**src/rtl/core/sadm_pkg.sv**
```systemverilog
// shared types, codes and constants of the servo angle to duty mapper
`default_nettype none

package sadm_pkg;

  // fixed field widths
  localparam int unsigned DutyW    = 12;
  localparam int unsigned AngleW   = 16;
  localparam int unsigned PulseW   = 20;
  localparam int unsigned IdW      = 8;
  localparam int unsigned LimW     = 5;
  localparam int unsigned DivW     = 20;
  localparam int unsigned DivStepW = 5;

  // defaults and limits
  localparam int unsigned ServoCountDef = 16;
  localparam logic [PulseW-1:0] PeriodReset = 20'd20000;
  localparam logic [LimW-1:0]   LimitReset  = 5'd16;
  localparam logic [DutyW-1:0]  DutyMax     = 12'd4095;
  localparam logic [7:0]        AngleMax    = 8'd180;
  localparam logic [AngleW-1:0] AngleHighReset = 16'd180;
  localparam logic [7:0]        RegBase     = 8'h06;

  // divider step counts per use
  localparam logic [DivStepW-1:0] StepsCal  = 5'd12;
  localparam logic [DivStepW-1:0] StepsAng  = 5'd20;
  localparam logic [DivStepW-1:0] StepsRead = 5'd8;

  // configuration register indexes
  localparam logic RegPeriod = 1'b0;
  localparam logic RegLimit  = 1'b1;

  typedef enum logic [1:0] {
    ACT_CAL   = 2'd0,
    ACT_ANGLE = 2'd1,
    ACT_DUTY  = 2'd2,
    ACT_READ  = 2'd3
  } action_e;

  typedef enum logic [1:0] {
    STAT_OK      = 2'd0,
    STAT_INVALID = 2'd1,
    STAT_RANGE   = 2'd2
  } status_e;

  typedef struct packed {
    logic                start;
    logic [DivW-1:0]     rem0;
    logic [DivW-1:0]     dividend;
    logic [DivW-1:0]     divisor;
    logic [DivStepW-1:0] steps;
  } div_req_t;

  typedef struct packed {
    logic            done;
    logic [DivW-1:0] quot;
    logic [DivW-1:0] rem;
  } div_rsp_t;

endpackage

`default_nettype wire

```
**src/rtl/core/sadm_div.sv**
```systemverilog
// shared restoring divider, one quotient bit per cycle
`default_nettype none

module sadm_div (
  input  wire logic               clk_i,
  input  wire logic               rst_ni,
  input  wire sadm_pkg::div_req_t req_i,
  output sadm_pkg::div_rsp_t      rsp_o
);

  localparam int unsigned W = sadm_pkg::DivW;

  logic [W-1:0]                  rem_q, quo_q, dvs_q;
  logic [sadm_pkg::DivStepW-1:0] cnt_q;
  logic                          busy_q, done_q;
  logic [W+1:0]                  diff;
  logic                          ge;

  // trial subtract of the shifted remainder
  assign diff = {1'b0, rem_q, quo_q[W-1]} - {2'b00, dvs_q};
  assign ge   = ~diff[W+1];

  always_ff @(posedge clk_i or negedge rst_ni) begin
    if (!rst_ni) begin
      busy_q <= 1'b0;
      done_q <= 1'b0;
      cnt_q  <= '0;
    end else begin
      done_q <= 1'b0;
      if (req_i.start) begin
        busy_q <= 1'b1;
        cnt_q  <= req_i.steps;
      end else if (busy_q) begin
        cnt_q <= cnt_q - 1'b1;
        if (cnt_q == sadm_pkg::DivStepW'(1)) begin
          busy_q <= 1'b0;
          done_q <= 1'b1;
        end
      end
    end
  end

  always_ff @(posedge clk_i) begin
    if (req_i.start) begin
      rem_q <= req_i.rem0;
      quo_q <= req_i.dividend;
      dvs_q <= req_i.divisor;
    end else if (busy_q) begin
      rem_q <= ge ? diff[W-1:0] : {rem_q[W-2:0], quo_q[W-1]};
      quo_q <= {quo_q[W-2:0], ge};
    end
  end

  assign rsp_o.done = done_q;
  assign rsp_o.quot = quo_q;
  assign rsp_o.rem  = rem_q;

endmodule

`default_nettype wire

```
**src/rtl/core/servo_angle_duty_mapper.sv**
```systemverilog
// top level: per-servo calibration store and angle/duty mapping sequencer
//
//  channel | direction | handshake                | payload
//  --------+-----------+--------------------------+---------------------------------------
//  in      | input     | in_valid_i / in_ready_o  | action, servo_id, angle, cal lo/hi angle,
//          |           |                          | min/max pulse, duty_request, write_chip
//  out     | output    | out_valid_o / out_ready_i| status, write_valid, reg_addr,
//          |           |                          | duty_out, angle_out
//  cfg     | input     | cfg_we_i                 | cfg_addr_i, cfg_wdata_i
//
// one word at a time: in_ready_o is high only while the sequencer is idle
// each divide runs the shared divider for its step count: 12 steps per calibration
// pulse, 20 for the set-angle slope and 8 for the angle read-back
// the result is held in output registers until out_ready_i takes it
// reset (async, active low) loads calibration and duty defaults into flops at once
`default_nettype none

module servo_angle_duty_mapper #(
  parameter int unsigned SERVO_COUNT = sadm_pkg::ServoCountDef
) (
  input  wire logic                          clk_i,
  input  wire logic                          rst_ni,
  // configuration
  input  wire logic                          cfg_we_i,
  input  wire logic                          cfg_addr_i,
  input  wire logic [sadm_pkg::PulseW-1:0]   cfg_wdata_i,
  // input words
  input  wire logic                          in_valid_i,
  output logic                               in_ready_o,
  input  wire logic [1:0]                    action_i,
  input  wire logic [sadm_pkg::IdW-1:0]      servo_id_i,
  input  wire logic [7:0]                    angle_i,
  input  wire logic signed [sadm_pkg::AngleW-1:0] cal_lo_angle_i,
  input  wire logic signed [sadm_pkg::AngleW-1:0] cal_hi_angle_i,
  input  wire logic [sadm_pkg::PulseW-1:0]   min_pulse_us_i,
  input  wire logic [sadm_pkg::PulseW-1:0]   max_pulse_us_i,
  input  wire logic [15:0]                   duty_request_i,
  input  wire logic                          write_chip_i,
  // result words
  output logic                               out_valid_o,
  input  wire logic                          out_ready_i,
  output logic [1:0]                         status_o,
  output logic                               write_valid_o,
  output logic [7:0]                         reg_addr_o,
  output logic [sadm_pkg::DutyW-1:0]         duty_out_o,
  output logic [7:0]                         angle_out_o
);

  localparam int unsigned IdxW = (SERVO_COUNT > 1) ? $clog2(SERVO_COUNT) : 1;
  localparam int unsigned DW   = sadm_pkg::DutyW;
  localparam int unsigned AW   = sadm_pkg::AngleW;
  localparam int unsigned PW   = sadm_pkg::PulseW;

  typedef enum logic [10:0] {
    S_IDLE     = 11'b000_0000_0001,
    S_CHECK    = 11'b000_0000_0010,
    S_CAL_LO   = 11'b000_0000_0100,
    S_CAL_HI   = 11'b000_0000_1000,
    S_ANG_MUL  = 11'b000_0001_0000,
    S_ANG_GO   = 11'b000_0010_0000,
    S_ANG_WAIT = 11'b000_0100_0000,
    S_RB_MUL   = 11'b000_1000_0000,
    S_RB_CHK   = 11'b001_0000_0000,
    S_RB_WAIT  = 11'b010_0000_0000,
    S_OUT      = 11'b100_0000_0000
  } state_e;

  state_e state_q, state_d;

  // configuration registers
  logic [PW-1:0]                period_q;
  logic [sadm_pkg::LimW-1:0]    limit_q;

  // per-servo state
  logic [DW-1:0]        range_low_q  [SERVO_COUNT];
  logic [DW-1:0]        range_high_q [SERVO_COUNT];
  logic signed [AW-1:0] angle_low_q  [SERVO_COUNT];
  logic signed [AW-1:0] angle_high_q [SERVO_COUNT];
  logic [DW-1:0]        duty_store_q [SERVO_COUNT];

  // latched command word
  sadm_pkg::action_e    action_q;
  logic [sadm_pkg::IdW-1:0] id_q;
  logic [7:0]           ang_q;
  logic signed [AW-1:0] amin_q, amax_q;
  logic [PW-1:0]        pmin_q, pmax_q;
  logic [15:0]          dreq_q;
  logic                 wr_q, known_q, in_use_q;

  // result registers
  sadm_pkg::status_e    status_q, status_d;
  logic                 wvalid_q, wvalid_d;
  logic [7:0]           angle_q, angle_d;

  // arithmetic registers
  logic signed [21:0]   prod_q;
  logic signed [29:0]   num_q;

  // divider link
  sadm_pkg::div_req_t   div_req;
  sadm_pkg::div_rsp_t   div_rsp;

  // store write strobes
  logic          we_ang, we_lo, we_hi, we_duty;
  logic [DW-1:0] duty_val;

  logic [IdxW-1:0]           idx;
  logic [sadm_pkg::LimW-1:0] limit_eff;
  logic                      id_known, id_in_use, accept;

  // addressed servo read
  logic [DW-1:0]    lo_rd, hi_rd, duty_rd;
  logic [AW-1:0]    span;
  logic [DW:0]      dr;        // high - low, signed
  logic [DW-1:0]    dr_abs;
  logic [DW:0]      dd;        // duty - low, signed
  logic [PW-1:0]    p_eff;
  logic [21:0]      prod_abs;
  logic [21:0]      q_sgn, duty_sum;
  logic [DW-1:0]    duty_sat;
  logic [29:0]      num_abs;
  logic             res_neg;

  assign accept    = in_valid_i & in_ready_o;
  assign in_ready_o  = (state_q == S_IDLE);
  assign out_valid_o = (state_q == S_OUT);

  // servo limit in use is the smaller of the register and the store depth
  assign limit_eff = (limit_q < sadm_pkg::LimW'(SERVO_COUNT)) ? limit_q
                                                              : sadm_pkg::LimW'(SERVO_COUNT);
  assign id_known  = servo_id_i < sadm_pkg::IdW'(SERVO_COUNT);
  assign id_in_use = servo_id_i < {3'b000, limit_eff};

  assign idx     = id_q[IdxW-1:0];
  assign lo_rd   = range_low_q[idx];
  assign hi_rd   = range_high_q[idx];
  assign duty_rd = duty_store_q[idx];
  // stored limits always keep low < high, so the span is 1..65535
  assign span    = AW'(angle_high_q[idx] - angle_low_q[idx]);
  assign dr      = {1'b0, hi_rd} - {1'b0, lo_rd};
  assign dr_abs  = dr[DW] ? DW'(-dr) : dr[DW-1:0];
  assign dd      = {1'b0, duty_rd} - {1'b0, lo_rd};

  // zero period counts as one
  assign p_eff = (period_q == '0) ? PW'(1) : period_q;

  assign prod_abs = prod_q[21] ? 22'(-prod_q) : prod_q;

  // floor of a negative quotient rounds away from zero when a remainder is left
  assign q_sgn    = prod_q[21] ? (22'd0 - {2'b00, div_rsp.quot} - 22'(div_rsp.rem != '0))
                               : {2'b00, div_rsp.quot};
  assign duty_sum = q_sgn + {10'd0, lo_rd};
  assign duty_sat = duty_sum[21]          ? '0 :
                    (duty_sum[20:12] != '0) ? sadm_pkg::DutyMax : duty_sum[DW-1:0];

  assign num_abs = num_q[29] ? 30'(-num_q) : num_q;
  // read-back below zero saturates to zero
  assign res_neg = (num_q[29] != dr[DW]) && (num_q != '0);

  // sequencer
  always_comb begin
    state_d  = state_q;
    status_d = status_q;
    wvalid_d = wvalid_q;
    angle_d  = angle_q;
    div_req  = '0;
    we_ang   = 1'b0;
    we_lo    = 1'b0;
    we_hi    = 1'b0;
    we_duty  = 1'b0;
    duty_val = duty_sat;
    unique case (state_q)
      S_IDLE: begin
        if (in_valid_i) begin
          state_d  = S_CHECK;
          status_d = sadm_pkg::STAT_OK;
          wvalid_d = 1'b0;
          angle_d  = '0;
        end
      end
      S_CHECK: begin
        state_d = S_RB_MUL;
        unique case (action_q)
          sadm_pkg::ACT_CAL: begin
            if (!known_q || pmin_q >= pmax_q || amin_q >= amax_q) begin
              status_d = sadm_pkg::STAT_INVALID;
            end else begin
              we_ang = 1'b1;
              // 4096*pulse/period reaches 4096 exactly when pulse >= period
              if (pmin_q >= p_eff) begin
                status_d = sadm_pkg::STAT_RANGE;
              end else begin
                div_req.start    = 1'b1;
                div_req.rem0     = pmin_q;
                div_req.dividend = '0;
                div_req.divisor  = p_eff;
                div_req.steps    = sadm_pkg::StepsCal;
                state_d          = S_CAL_LO;
              end
            end
          end
          sadm_pkg::ACT_ANGLE: begin
            if (!in_use_q || ang_q > sadm_pkg::AngleMax) begin
              status_d = sadm_pkg::STAT_INVALID;
            end else begin
              state_d = S_ANG_MUL;
            end
          end
          sadm_pkg::ACT_DUTY: begin
            if (!in_use_q || dreq_q[15:DW] != '0) begin
              status_d = sadm_pkg::STAT_INVALID;
            end else begin
              we_duty  = 1'b1;
              duty_val = dreq_q[DW-1:0];
              wvalid_d = wr_q;
            end
          end
          sadm_pkg::ACT_READ: begin
            if (!known_q) begin
              status_d = sadm_pkg::STAT_INVALID;
            end
          end
          default: state_d = S_RB_MUL;
        endcase
      end
      S_CAL_LO: begin
        if (div_rsp.done) begin
          we_lo = 1'b1;
          if (pmax_q >= p_eff) begin
            status_d = sadm_pkg::STAT_RANGE;
            state_d  = S_RB_MUL;
          end else begin
            div_req.start    = 1'b1;
            div_req.rem0     = pmax_q;
            div_req.dividend = '0;
            div_req.divisor  = p_eff;
            div_req.steps    = sadm_pkg::StepsCal;
            state_d          = S_CAL_HI;
          end
        end
      end
      S_CAL_HI: begin
        if (div_rsp.done) begin
          we_hi   = 1'b1;
          state_d = S_RB_MUL;
        end
      end
      S_ANG_MUL: state_d = S_ANG_GO;
      S_ANG_GO: begin
        div_req.start    = 1'b1;
        div_req.rem0     = '0;
        div_req.dividend = prod_abs[sadm_pkg::DivW-1:0];
        div_req.divisor  = {4'd0, span};
        div_req.steps    = sadm_pkg::StepsAng;
        state_d          = S_ANG_WAIT;
      end
      S_ANG_WAIT: begin
        if (div_rsp.done) begin
          we_duty  = 1'b1;
          duty_val = duty_sat;
          wvalid_d = wr_q;
          state_d  = S_RB_MUL;
        end
      end
      S_RB_MUL: begin
        if (!known_q || dr == '0) begin
          angle_d = '0;
          state_d = S_OUT;
        end else begin
          state_d = S_RB_CHK;
        end
      end
      S_RB_CHK: begin
        if (res_neg) begin
          angle_d = '0;
          state_d = S_OUT;
        end else if (num_abs >= {10'd0, dr_abs, 8'd0}) begin
          angle_d = 8'hff;
          state_d = S_OUT;
        end else begin
          // quotient below 256: the top bits seed the remainder, 8 steps remain
          div_req.start    = 1'b1;
          div_req.rem0     = num_abs[27:8];
          div_req.dividend = {num_abs[7:0], 12'd0};
          div_req.divisor  = {8'd0, dr_abs};
          div_req.steps    = sadm_pkg::StepsRead;
          state_d          = S_RB_WAIT;
        end
      end
      S_RB_WAIT: begin
        if (div_rsp.done) begin
          angle_d = div_rsp.quot[7:0];
          state_d = S_OUT;
        end
      end
      S_OUT: begin
        if (out_ready_i) begin
          state_d = S_IDLE;
        end
      end
      default: state_d = S_IDLE;
    endcase
  end

  // control and configuration
  always_ff @(posedge clk_i or negedge rst_ni) begin
    if (!rst_ni) begin
      state_q  <= S_IDLE;
      status_q <= sadm_pkg::STAT_OK;
      wvalid_q <= 1'b0;
      angle_q  <= '0;
      period_q <= sadm_pkg::PeriodReset;
      limit_q  <= sadm_pkg::LimitReset;
    end else begin
      state_q  <= state_d;
      status_q <= status_d;
      wvalid_q <= wvalid_d;
      angle_q  <= angle_d;
      if (cfg_we_i) begin
        unique case (cfg_addr_i)
          sadm_pkg::RegPeriod: period_q <= cfg_wdata_i;
          sadm_pkg::RegLimit:  limit_q  <= cfg_wdata_i[sadm_pkg::LimW-1:0];
          default: ;
        endcase
      end
    end
  end

  // per-servo calibration and duty store
  always_ff @(posedge clk_i or negedge rst_ni) begin
    if (!rst_ni) begin
      for (int i = 0; i < SERVO_COUNT; i++) begin
        range_low_q[i]  <= '0;
        range_high_q[i] <= sadm_pkg::DutyMax;
        angle_low_q[i]  <= '0;
        angle_high_q[i] <= sadm_pkg::AngleHighReset;
        duty_store_q[i] <= '0;
      end
    end else begin
      if (we_ang) begin
        angle_low_q[idx]  <= amin_q;
        angle_high_q[idx] <= amax_q;
      end
      if (we_lo) begin
        range_low_q[idx] <= div_rsp.quot[DW-1:0];
      end
      if (we_hi) begin
        range_high_q[idx] <= div_rsp.quot[DW-1:0];
      end
      if (we_duty) begin
        duty_store_q[idx] <= duty_val;
      end
    end
  end

  // command latch and multiply stages
  always_ff @(posedge clk_i) begin
    if (accept) begin
      action_q <= sadm_pkg::action_e'(action_i);
      id_q     <= servo_id_i;
      ang_q    <= angle_i;
      amin_q   <= cal_lo_angle_i;
      amax_q   <= cal_hi_angle_i;
      pmin_q   <= min_pulse_us_i;
      pmax_q   <= max_pulse_us_i;
      dreq_q   <= duty_request_i;
      wr_q     <= write_chip_i;
      known_q  <= id_known;
      in_use_q <= id_in_use;
    end
    // (high - low) * angle for the set-angle slope
    if (state_q == S_ANG_MUL) begin
      prod_q <= 22'($signed(dr) * $signed({1'b0, ang_q}));
    end
    // (duty - low) * angle span for the read-back
    if (state_q == S_RB_MUL) begin
      num_q <= 30'($signed(dd) * $signed({1'b0, span}));
    end
  end

  sadm_div u_div (
    .clk_i  (clk_i),
    .rst_ni (rst_ni),
    .req_i  (div_req),
    .rsp_o  (div_rsp)
  );

  // result word
  assign status_o      = status_q;
  assign write_valid_o = wvalid_q;
  assign reg_addr_o    = wvalid_q ? (sadm_pkg::RegBase + {id_q[5:0], 2'b00}) : 8'd0;
  assign duty_out_o    = known_q ? duty_rd : '0;
  assign angle_out_o   = angle_q;

endmodule

`default_nettype wire

```
**config.mk**
```make
export PLATFORM = sky130hd
export DESIGN_NAME = servo_angle_duty_mapper
export DESIGN_NICKNAME = d
export VERILOG_FILES = /design/src/rtl/core/sadm_pkg.sv /design/src/rtl/core/sadm_div.sv /design/src/rtl/core/servo_angle_duty_mapper.sv
export SDC_FILE = /design/constraint.sdc
export NUM_CORES = 2
export LEC_CHECK = 0
export BUFFER_PORTS_ARGS = -buffer_cell sky130_fd_sc_hd__buf_4
export CAP_MARGIN = 10
export CORE_MARGIN = 2
export CORE_UTILIZATION = 40
export CTS_BUF_LIST = sky130_fd_sc_hd__clkbuf_4 sky130_fd_sc_hd__clkbuf_8 sky130_fd_sc_hd__clkbuf_16
export DETAILED_ROUTE_END_ITERATION = 10
export PLACE_DENSITY = 0.63
export SYNTH_ARGS = -nofsm -noshare
export SYNTH_HDL_FRONTEND = slang
export SYNTH_SLANG_ARGS = --single-unit
```
**constraint.sdc**
```tcl
create_clock -name clk_i -period 12.2 [get_ports clk_i]
set_clock_uncertainty 0.05 [all_clocks]
set_input_delay 1.83 -clock clk_i [delete_from_list [all_inputs] [get_ports clk_i]]
set_output_delay 1.83 -clock clk_i [all_outputs]
set_load 0.05 [all_outputs]
```
==> flow_summary.ini <==
[yosys]
synthSimpleGateAreaFrac_pct = 7.374
synth_seq_cells = 1360
ys.flop_type = dfrtp_1
synth_seq_area_share_pct = 44.35
synth_fp_nets = 7170
yosysUniqueCellTypes = 90
synthMuxAreaShare_pct = 22.84
synth-compound-area-share_pct = 7.845
synth_top_area_share_pct = 27.52
synth_cells = 6474
synth_top_family_by_area = multiplexers
yosysMostFrequentCell = mux2_2
yosys_warnings = 0
synth_top_area_cell = dfrtp_1
synth_xor_xnor_area_share_pct = 1.994
synth_edf_count = 218
synthTopCellsByArea = dfrtp_1, mux2_2, mux4_2, dfstp_2, edfxtp_1
synth.avg_cell_area_um2 = 12.35
synthesis.area_um2 = 79930
async_reset_ff_share_pct = 83.97
synth_common_cells = mux2_2, dfrtp_1, nand2_1
synthAdderAreaFrac_pct = 11.09

[final_layout]
fin_nets = 7182
fin_area_um2 = 89530
layout-drive-gt1-share_pct = 33.51
syn2layout_area_growth_pct = 12.00

[global_route]
grt_max_degree = 193
antenna_found_initial = 5
grt_pass1_wl_um = 347200
grt_pass1_vias = 55294
grt_util_all_layers_pct = 22.20
grt.overflow.total = 0

[detailed_routing]
final_antenna_net_count = 0
wirelength_um = 226900
drc_errors = 0
firstDrtPassIters = 8
routedWlPerCell_um = 24.47
drt_iter0_drc = 4846
vias = 53829
viasPerCell = 5.804

[placement]
io_buffers = 164
place.gp.congestion = 0.9084
dpl.hpwl_um = 149600
placed_area_um2 = 84240
place_ws_ns = 1.101

[timing]
worst_pin_slew_ns = 1.266
grt_setup_unrepaired = no
hold_viol_final = 0
maxSlewViolCount = 0
finalSetupViolations = 0
min_period_ns = 11.12
max_slew_margin_pct = 15.60
setup_tns_ns = 0
fin_crit_sh_pct = 91.15
fmax_ghz = 0.08993
setup_ws_ns = 1.080

[cts]
htree_num_levels = 4
clk_path_buf_depth = 3
insertion_delay_ns = 0.81
numClockSinks = 1360
clk_pin_slew_worst_paths_ns = 0.06
cts-buffers-inserted = 153
cts_setup_buffers = 0
cts_hold_buf = 0
cts_tree = yes
cts_resized = 0
clockRootBuffer = clkbuf_16

[worst_setup_path]
critPathArrivalTime_ns = 11.61
cp_top_family = adder cells
critical_path_class = reg2reg
end_kind = flop
path_max_fanout = 69
startpoint_type = flop
cpPeakStageDelay_ns = 0.80
cp_slowest_cell = nor3_2
crit_required_ns = 12.69
path_buf_inv = 5

[power]
max-vdd-ir-drop_uv = 198.8
cellPowerDensity_nw_per_um2 = 133.1
finalPower_mw = 11.92
p_leak_nw = 39.85

[job]
drv_cap = 0

[floorplan]
die_h_um = 451.0
die_area_um2 = 203400
row_count = 164
die_w_um = 451.0
io_pins = 166
start_util_pct = 40.12
core_area_um2 = 199200

[outcome]
status = finished, final reports clean

[hold_path]
hp-class = reg2reg
-- flip-flops by register name, indices dropped and copies added, names as in the netlist, 2 cells and up --
register      cells
amax_q           16
dreq_q           16
range_low_q     192
angle_low_q     256
pmax_q           20
status_o          2
duty_store_q    192
angle_out_o       8
pmin_q           20
u_div.cnt_q       5
u_div.rem_q      20
u_div.dvs_q      20
angle_high_q    256
u_div.quo_q      20
amin_q           16
action_q          2
state_q          11
limit_q           5
period_q         20
num_q            30
range_high_q    192
id_q              6
ang_q             8
prod_q           21
-- report_power, final --
part | switching [mW] | total (mW) | internal (mW)
registers | 0.287 | 5.15 | 4.86
logic | 1.28 | 1.99 | 0.710
clock network | 1.95 | 4.78 | 2.83
total | 3.52 | 11.9 | 8.40
-- routing by layer --
metal	GRT usage (%)	wire, um	part of all wire, %	vias up
met3	3.409	13140	5.8	358
li1	-	-	-	23440
met5	0	0	0	-
met1	30.65	99330	44	28295
met2	35.54	106400	47	1736
met4	7.901	8030	3.5	0
-- per-stage QoR --
step | util (%) | hold slack (ns) | std cells
global route | 44.92 | 0.4605 | 9268
floorplan | - | 0.4252 | 6474
detailed placement | 42.28 | 0.4406 | 8986
CTS | 44.92 | 0.4531 | 9267
global placement | 42.28 | 0.4335 | 8986
finish | 44.93 | 0.4501 | 9275
-- final cells by class --
cell class / instances / area (um^2)
clock buffers: 232 / 4662
diodes: 7 / 17.52
multi-input cells: 4195 / 41180
fillers: 17799 / 109700
clock inverters: 49 / 599.3
flip-flops and latches: 1360 / 35450
inverters: 456 / 1712
well taps: 2656 / 3323
repair buffers: 320 / 2585
-- path summary, 6_finish.rpt --
path / startpoint / endpoint / slack (ns) / cells after the start
setup / recovery: id_q[0] / num_q[28] / 1.08 / 36
hold / removal: angle_low_q[89] / angle_low_q[89] / 0.45 / 1
max in group asynchronous: rst_ni / angle_high_q[230] / 8.92 / 3
setup reg to reg: id_q[0] / num_q[28] / 1.08 / 36
hold reg to reg: angle_low_q[89] / angle_low_q[89] / 0.45 / 1
min in group asynchronous: rst_ni / duty_store_q[176] / 0.96 / 1
-- logic make-up after synthesis --
group / count (synthesis)
buffers and inverters: 919
other: 1
muxes: 1285
DFF: 1360
adders and majority gates: 563
and+or+nand+nor: 1238
AOI/OAI and AO/OA: 926
xor gates and xnor gates: 182
-- worst register-to-register path, delay by kind of cell, from the launching register on --
kind                       cells  cell delay, ns
and+or+nand+nor                6            1.78
AOI/OAI and AO/OA             14            2.99
DFF                            1            0.44
muxes                          2            1.18
xor gates and xnor gates       1            0.09
buffers and inverters          5            0.86
adders and majority gates      8            3.48
-- cell usage in the layout, fill, tap and decap left out, types with 46 or more instances in the layout --
cell type,instances
a41oi_1,98
edfxtp_1,218
ha_1,320
mux4_2,340
dfstp_2,263
nand2_1,505
a21oi_1,113
clkbuf_4,46
nand3_1,51
fa_1,243
inv_1,454
xnor2_1,122
nor3_1,52
buf_4,305
mux2_2,911
nor2_1,201
o21ai_0,138
o22ai_1,199
xor2_1,58
a21o_1,56
clkbuf_16,156
and2_1,106
nand2b_1,46
dfrtp_1,879
a31oi_1,98
Power figures use the tool's default switching activity.
